**config.mk**
```make
export PLATFORM = sky130hd
export DESIGN_NAME = recency_ordered_translation_buffer
export DESIGN_NICKNAME = d
export VERILOG_FILES = /design/src/rotb_pkg.sv /design/src/rotb_ctrl.sv /design/src/rotb_dpath.sv /design/src/recency_ordered_translation_buffer.sv
export SDC_FILE = /design/constraint.sdc
export NUM_CORES = 2
export LEC_CHECK = 0
export BUFFER_PORTS_ARGS = -buffer_cell sky130_fd_sc_hd__buf_2
export CAP_MARGIN = 10
export CORE_ASPECT_RATIO = 2
export CORE_UTILIZATION = 45
export DETAILED_ROUTE_END_ITERATION = 10
export GPL_TIMING_DRIVEN = 1
export PLACE_DENSITY = 0.67
export SETUP_SLACK_MARGIN = 0.15
export SKIP_LAST_GASP = 1
export SLEW_MARGIN = 20
export SYNTH_ARGS = -nofsm -noshare
export SYNTH_HDL_FRONTEND = slang
export SYNTH_SLANG_ARGS = --single-unit
```
**constraint.sdc**
```tcl
create_clock -name clock -period 11.57 [get_ports clock]
set_input_delay 0.5785 -clock clock [delete_from_list [all_inputs] [get_ports clock]]
set_output_delay 0.5785 -clock clock [all_outputs]
set_load 0.03 [all_outputs]
```
**src/rotb_pkg.sv**
```systemverilog
// package: transaction types, request kinds and controller types for the translation buffer
`default_nettype none

package rotb_pkg;

   localparam int PAGE_W = 52;

   localparam logic [1:0] KIND_FILL   = 2'd0;
   localparam logic [1:0] KIND_LOOKUP = 2'd1;
   localparam logic [1:0] KIND_POP    = 2'd2;

   typedef struct packed {
      logic [1:0]        kind;
      logic [PAGE_W-1:0] virt_page;
      logic [PAGE_W-1:0] phys_page;
   } req_type;

   typedef struct packed {
      logic              found;
      logic [PAGE_W-1:0] phys_out;
      logic              evicted;
   } rsp_type;

   typedef struct packed {
      logic capture;
      logic commit;
   } ctrl_cmd_type;

   typedef enum logic {
      ST_IDLE,
      ST_UPDATE
   } state_type;

endpackage

`default_nettype wire

```
**src/rotb_ctrl.sv**
```systemverilog
// controller: sequences search, update and result hand-off
`default_nettype none

module rotb_ctrl (
   input  wire logic                  clock,
   input  wire logic                  reset,
   input  wire logic                  req_valid,
   output logic                       req_ready,
   output logic                       rsp_valid,
   input  wire logic                  rsp_ready,
   output rotb_pkg::ctrl_cmd_type     cmd
);

   rotb_pkg::state_type state_ff, state_in;
   logic                rsp_valid_ff, rsp_valid_in;

   always_ff @(posedge clock) begin
      if (reset) begin
         state_ff     <= rotb_pkg::ST_IDLE;
         rsp_valid_ff <= 1'b0;
      end else begin
         state_ff     <= state_in;
         rsp_valid_ff <= rsp_valid_in;
      end
   end

   always_comb begin
      state_in    = state_ff;
      req_ready   = 1'b0;
      cmd.capture = 1'b0;
      cmd.commit  = 1'b0;
      case (state_ff)
         rotb_pkg::ST_IDLE: begin
            req_ready   = 1'b1;
            cmd.capture = req_valid;
            if (req_valid) begin
               state_in = rotb_pkg::ST_UPDATE;
            end
         end
         rotb_pkg::ST_UPDATE: begin
            // output register must be free or emptying this cycle
            cmd.commit = !rsp_valid_ff || rsp_ready;
            if (cmd.commit) begin
               state_in = rotb_pkg::ST_IDLE;
            end
         end
         default: begin
            state_in = rotb_pkg::ST_IDLE;
         end
      endcase
      rsp_valid_in = cmd.commit || (rsp_valid_ff && !rsp_ready);
   end

   assign rsp_valid = rsp_valid_ff;

endmodule

`default_nettype wire

```
**src/rotb_dpath.sv**
```systemverilog
// datapath: slot array, associative search, recency shifts and result register
`default_nettype none

module rotb_dpath #(
   parameter int BUFFER_DEPTH = 16
) (
   input  wire logic                  clock,
   input  wire logic                  reset,
   input  wire rotb_pkg::ctrl_cmd_type cmd,
   input  wire rotb_pkg::req_type     req_data,
   output rotb_pkg::rsp_type          rsp_data
);

   localparam int IDX_W = (BUFFER_DEPTH > 1) ? $clog2(BUFFER_DEPTH) : 1;
   localparam int OCC_W = $clog2(BUFFER_DEPTH + 1);

   logic [rotb_pkg::PAGE_W-1:0] virt_slots_ff [BUFFER_DEPTH];
   logic [rotb_pkg::PAGE_W-1:0] phys_slots_ff [BUFFER_DEPTH];
   logic [rotb_pkg::PAGE_W-1:0] virt_slots_in [BUFFER_DEPTH];
   logic [rotb_pkg::PAGE_W-1:0] phys_slots_in [BUFFER_DEPTH];
   logic [OCC_W-1:0]            occ_ff, occ_in;

   rotb_pkg::req_type           req_ff;
   logic                        hit_ff, hit_in;
   logic [IDX_W-1:0]            pos_ff, pos_in;
   rotb_pkg::rsp_type           rsp_ff, rsp_in;

   logic [BUFFER_DEPTH-1:0]     match;
   logic                        full;
   logic [rotb_pkg::PAGE_W-1:0] hit_virt;
   logic [rotb_pkg::PAGE_W-1:0] hit_phys;

   // parallel compare of the incoming page against every live slot
   always_comb begin
      match  = '0;
      pos_in = '0;
      for (int k = 0; k < BUFFER_DEPTH; k++) begin
         match[k] = (OCC_W'(k) < occ_ff) && (virt_slots_ff[k] == req_data.virt_page);
      end
      for (int k = BUFFER_DEPTH - 1; k >= 0; k--) begin
         if (match[k]) begin
            pos_in = IDX_W'(k);
         end
      end
      hit_in = |match;
   end

   assign full     = (occ_ff == OCC_W'(BUFFER_DEPTH));
   assign hit_virt = virt_slots_ff[pos_ff];
   assign hit_phys = phys_slots_ff[pos_ff];

   always_comb begin
      virt_slots_in = virt_slots_ff;
      phys_slots_in = phys_slots_ff;
      occ_in        = occ_ff;
      rsp_in        = '0;
      case (req_ff.kind)
         rotb_pkg::KIND_FILL: begin
            if (hit_ff) begin
               // move hit entry to the front, keep its translation
               for (int k = 1; k < BUFFER_DEPTH; k++) begin
                  if (IDX_W'(k) <= pos_ff) begin
                     virt_slots_in[k] = virt_slots_ff[k-1];
                     phys_slots_in[k] = phys_slots_ff[k-1];
                  end
               end
               virt_slots_in[0] = hit_virt;
               phys_slots_in[0] = hit_phys;
               rsp_in.found     = 1'b1;
            end else begin
               for (int k = 1; k < BUFFER_DEPTH; k++) begin
                  virt_slots_in[k] = virt_slots_ff[k-1];
                  phys_slots_in[k] = phys_slots_ff[k-1];
               end
               virt_slots_in[0] = req_ff.virt_page;
               phys_slots_in[0] = req_ff.phys_page;
               rsp_in.evicted   = full;
               if (!full) begin
                  occ_in = occ_ff + OCC_W'(1);
               end
            end
         end
         rotb_pkg::KIND_LOOKUP: begin
            rsp_in.found = hit_ff;
         end
         rotb_pkg::KIND_POP: begin
            if (hit_ff) begin
               // close the gap behind the removed entry
               for (int k = 0; k < BUFFER_DEPTH - 1; k++) begin
                  if (IDX_W'(k) >= pos_ff) begin
                     virt_slots_in[k] = virt_slots_ff[k+1];
                     phys_slots_in[k] = phys_slots_ff[k+1];
                  end
               end
               occ_in          = occ_ff - OCC_W'(1);
               rsp_in.found    = 1'b1;
               rsp_in.phys_out = hit_phys;
            end
         end
         default: begin
            rsp_in = '0;
         end
      endcase
   end

   always_ff @(posedge clock) begin
      if (reset) begin
         occ_ff <= '0;
      end else if (cmd.commit) begin
         occ_ff <= occ_in;
      end
   end

   always_ff @(posedge clock) begin
      if (cmd.capture) begin
         req_ff <= req_data;
         hit_ff <= hit_in;
         pos_ff <= pos_in;
      end
      if (cmd.commit) begin
         virt_slots_ff <= virt_slots_in;
         phys_slots_ff <= phys_slots_in;
         rsp_ff        <= rsp_in;
      end
   end

   assign rsp_data = rsp_ff;

endmodule

`default_nettype wire

```
**src/recency_ordered_translation_buffer.sv**
```systemverilog
// top level: recency-ordered, fully associative buffer of page translations
// usage
//   req_* channel carries one transaction: kind (fill, lookup, pop), virtual
//   page and physical page; rsp_* channel returns found, phys_out, evicted
//   exactly one response transaction per request, in request order
// timing
//   the request is searched against all live slots in the cycle it is
//   accepted; in the update state the slot array is reordered and the
//   response is registered together, once the output register is free
//   a new request is accepted only once the previous update has committed,
//   due to the search-then-update sequence on the single shared slot array
// reset
//   synchronous reset empties the buffer (occupancy zero) and drops any
//   response in flight; slot contents are not cleared
// back-pressure
//   a finished response waits in the output register while rsp_ready is low;
//   meanwhile one further request is accepted and searched, and its update
//   is held back until the output register is taken
`default_nettype none

module recency_ordered_translation_buffer #(
   parameter int BUFFER_DEPTH = 16
) (
   input  wire logic              clock,
   input  wire logic              reset,
   input  wire logic              req_valid,
   output logic                   req_ready,
   input  wire rotb_pkg::req_type req_data,
   output logic                   rsp_valid,
   input  wire logic              rsp_ready,
   output rotb_pkg::rsp_type      rsp_data
);

   // capture/commit strobes from the sequencer to the slot datapath
   rotb_pkg::ctrl_cmd_type cmd;

   rotb_ctrl u_ctrl (
      .clock     (clock),
      .reset     (reset),
      .req_valid (req_valid),
      .req_ready (req_ready),
      .rsp_valid (rsp_valid),
      .rsp_ready (rsp_ready),
      .cmd       (cmd)
   );

   // slot array with the associative search and the recency shifts
   rotb_dpath #(
      .BUFFER_DEPTH (BUFFER_DEPTH)
   ) u_dpath (
      .clock    (clock),
      .reset    (reset),
      .cmd      (cmd),
      .req_data (req_data),
      .rsp_data (rsp_data)
   );

endmodule

`default_nettype wire
```
==> run_results.csv <==
group,metric,value,unit
sta,hold-worst-slack,0.0870,ns
setup_path,cp.arrival,6.17,ns
sta,clock_skew,0.0345,ns
setup_path,setup.worst_path.end_class,"flip-flop",
setup_path,crit_path_max_fanout,105,
min_path,hp-class,"in -> reg",
placement,dp_hpwl,304,mm
detailed_routing,drcViolationCount,0,
logic_synthesis,async_flop_share,0,%
logic_synthesis,synth_edf_count,1829,
power_and_ir_drop,ir_drop,0.132,mV
power_and_ir_drop,p_per_area,147,nW/um^2
power_and_ir_drop,p_leak,41.9,nW
detailed_routing,dr.pass1.iters,8,
placement,gp_congestion,1.16,
logic_synthesis,synthesis.instances,9024,
sta,max_slew.worst_pin.slew,1.52,ns
flow_run,max_cap_viol_count,1,
logic_synthesis,synth_common_cells,"4443 x nand2_1, 1829 x edfxtp_1, 505 x xor2_1",
logic_synthesis,ys_warn_count,0,
logic_synthesis,synthesis.nets,9138,
cts,path_clk_slew,0.07,ns
setup_path,slowest_stage,"buf_4",
sta,finalCritPeriodShare,48.3,%
logic_synthesis,synth.mux.area_fraction,12.5,%
cts,cts_root_buf,"clkbuf_16",
logic_synthesis,synth_largest_area_cell,"edfxtp_1",
logic_synthesis,yosysUniqueCellTypes,55,
cts,clock_latency,0.89,ns
setup_path,critical_path.max_stage_delay,0.94,ns
die,num_rows,241,
detailed_routing,drtAntennaViolNets,0,
sta,rsz0062_at_grt,"no",
logic_synthesis,ys_top_cells_by_area,"edfxtp_1 56%, nand2_1 17%, mux4_2 11%",
logic_synthesis,synth-adder-area-share,0.0512,%
global_routing,grt_start_max_net_pins,241,
placement,io_buffers,165,
global_routing,grt.overflow.total,0,
cells_and_area,syn2layout_area_growth,10.9,%
detailed_routing,via_per_inst,6.31,
die,die_h,661,um
logic_synthesis,synthXorXnorAreaFrac,7.17,%
die,initial_core_util,45.3,%
die,core_area,216000,um^2
sta,drv_slew,41,
logic_synthesis,syn_area,97700,um^2
logic_synthesis,synth.most_common_cell,"nand2_1",
die,die-area,219000,um^2
setup_path,reg2reg_from,"u_dpath.req_ff[105]",
cts,cts_resized,0,
die,ios,166,
setup_path,critPathKind,"reg -> reg",
cts,cts_max_level,4,
logic_synthesis,synth-simple-area-share,19.5,%
setup_path,worstPathCellList,"nor2b_4, buf_4, buf_4, buf_4, buf_4, o21ai_1",
sta,setup_tns,0,ns
global_routing,grt_use_met1,43.8,%
logic_synthesis,yosys.area.top_type_share,56.2,%
cells_and_area,final_nets,9115,
logic_synthesis,synth_top_family_by_area,"simple AND/OR/NAND/NOR gates",
logic_synthesis,synth.avg_cell_area,10.8,um^2
cts,numCtsBuffers,180,
status,status,"finished, violations left",
logic_synthesis,ys_ff_latch,1836,
global_routing,grt_pass1_vias,71300,
status,violations,"max-capacitance violations, max-slew violations",
detailed_routing,routed_wl,453,mm
sta,finalSetupViolations,0,
die,die_w,331,um
setup_path,reg2regPathDepth,6,
logic_synthesis,synth_compound_area_share,1.78,%
detailed_routing,wl_per_cell,37.8,um
global_routing,grtUsageTotal,41.6,%
detailed_routing,drtIter0Drc,11000,
logic_synthesis,synth_flop_cell,"edfxtp_1",
setup_path,crit_top_cell,"buf_4",
sta,min_period,5.59,ns
global_routing,antenna_found_initial,86,
setup_path,worstReg2RegEnd,"u_dpath.phys_slots_ff[787]",
setup_path,cp-startpoint,"u_dpath.req_ff[105]",
sta,relSlewSlack,-1.21,%
global_routing,top_usage_layer,"met2",
setup_path,r2r_slack,5.98,ns
cts,cts_tree,"built",
cts,cts.sinks,1836,
setup_path,required,12.15,ns
setup_path,crit_end,"u_dpath.phys_slots_ff[787]",
sta,fmax,0.179,GHz
setup_path,start_kind,"flip-flop",
detailed_routing,vias,75700,
global_routing,grt_pass1_wl,618,mm
sta,hold_viol,0,
logic_synthesis,ys_seq_area_share,56.4,%
cells_and_area,drive_gt1_share,13.3,%
global_routing,met3_usage,12.1,%
cts,cts_setup_buffers,0,
cts,cts_buffer_depth,4,
global_routing,grt_util_met2,64.0,%
-- state kept, by name, indices dropped and copies added, names as in the netlist --
register	count
u_dpath.hit_ff	1
u_dpath.virt_slots_ff	832
u_ctrl.rsp_valid	1
u_dpath.occ_ff	5
u_dpath.rsp_data	54
u_dpath.pos_ff	4
u_dpath.req_ff	106
u_dpath.phys_slots_ff	832
u_ctrl.state_ff	1
-- kinds of logic after synthesis --
group / Yosys count
AND/OR/NAND/NOR: 4845
flip-flops: 1836
XOR/XNOR: 800
buffers and inverters: 646
multiplexers: 625
AO/OA/AOI/OAI: 268
adder cells (fa/ha/maj): 4
-- area by class of cell --
cell class,instances,area (um^2)
well taps,2794,3500
multi-input cells,6542,41100
flip-flops and latches,1836,55100
inverters,37,139
diodes,73,183
clock buffers,223,4710
fillers,19000,107000
clock inverters,89,732
repair buffers,404,2960
-- routing by layer --
| layer | share of wire, % | wire length (um) |
|---|---|---|
| met1 | 32 | 145000 |
| met2 | 46 | 211000 |
| met3 | 8.7 | 39600 |
| met4 | 13 | 57900 |
| met5 | 0.089 | 403 |
-- report_power, final --
group | internal, mW | switching [mW]
clock network | 3.13 | 2.76
logic | 0.637 | 1.57
registers | 7.61 | 0.220
total | 11.4 | 4.55
-- how the worst min path moves through the flow --
stage	start	to	slack (ns)	cells past startpoint
after detailed placement	u_dpath.phys_slots_ff[60]	u_dpath.phys_slots_ff[8]	0.47	0
after global placement	u_dpath.phys_slots_ff[73]	u_dpath.phys_slots_ff[21]	0.46	0
final	req_data[48]	u_dpath.req_ff[48]	0.09	1
after global routing	req_data[48]	u_dpath.req_ff[48]	0.07	1
after floorplan	u_dpath.phys_slots_ff[52]	u_dpath.phys_slots_ff[0]	0.44	0
after CTS	req_data[48]	u_dpath.req_ff[48]	0.08	1
-- per-stage QoR --
stage	setup WS, ns	power, mW	std cells	cell area (um^2)	util [%]
detailed placement	6.11	10.0	11500	102000	47.1
finish	5.98	15.9	12000	108000	50.3
CTS	6.10	15.8	11900	108000	49.9
global route	5.68	16.2	11900	108000	50.2
global placement	6.26	9.98	11500	101000	47.0
floorplan	0.442	9.08	9024	97700	-
-- critical path, delay by kind of cell (launching register included) --
family	cells	cell delay [ns]
flip-flops	1	0.49
buffers and inverters	4	3.53
AO/OA/AOI/OAI	1	0.18
AND/OR/NAND/NOR	1	0.90
-- timing repair --
action | 4_1_cts | 5_1_grt
endpoints found under the setup margin | 0 | 0
hold buffers | 57 | 0
endpoints found under the hold margin | 57 | 0
-- placed cells by master (no fill, tap or decap), types with 34 or more instances in the layout --
cell           instances
edfxtp_1            1829
mux4_2               468
clkbuf_1              41
buf_2                165
and3_1                53
nand4_1              106
buf_4                160
xor2_2                34
dlygate4sd3_1         57
clkinv_1              45
clkbuf_16            182
o21ai_1              106
a22o_1                54
mux2i_1              105
mux2_2                52
nand2_1             4443
diode_2               73
xnor2_1              270
nor4_1               115
xor2_1               465
No activity file was read; power rests on OpenSTA's default activity.
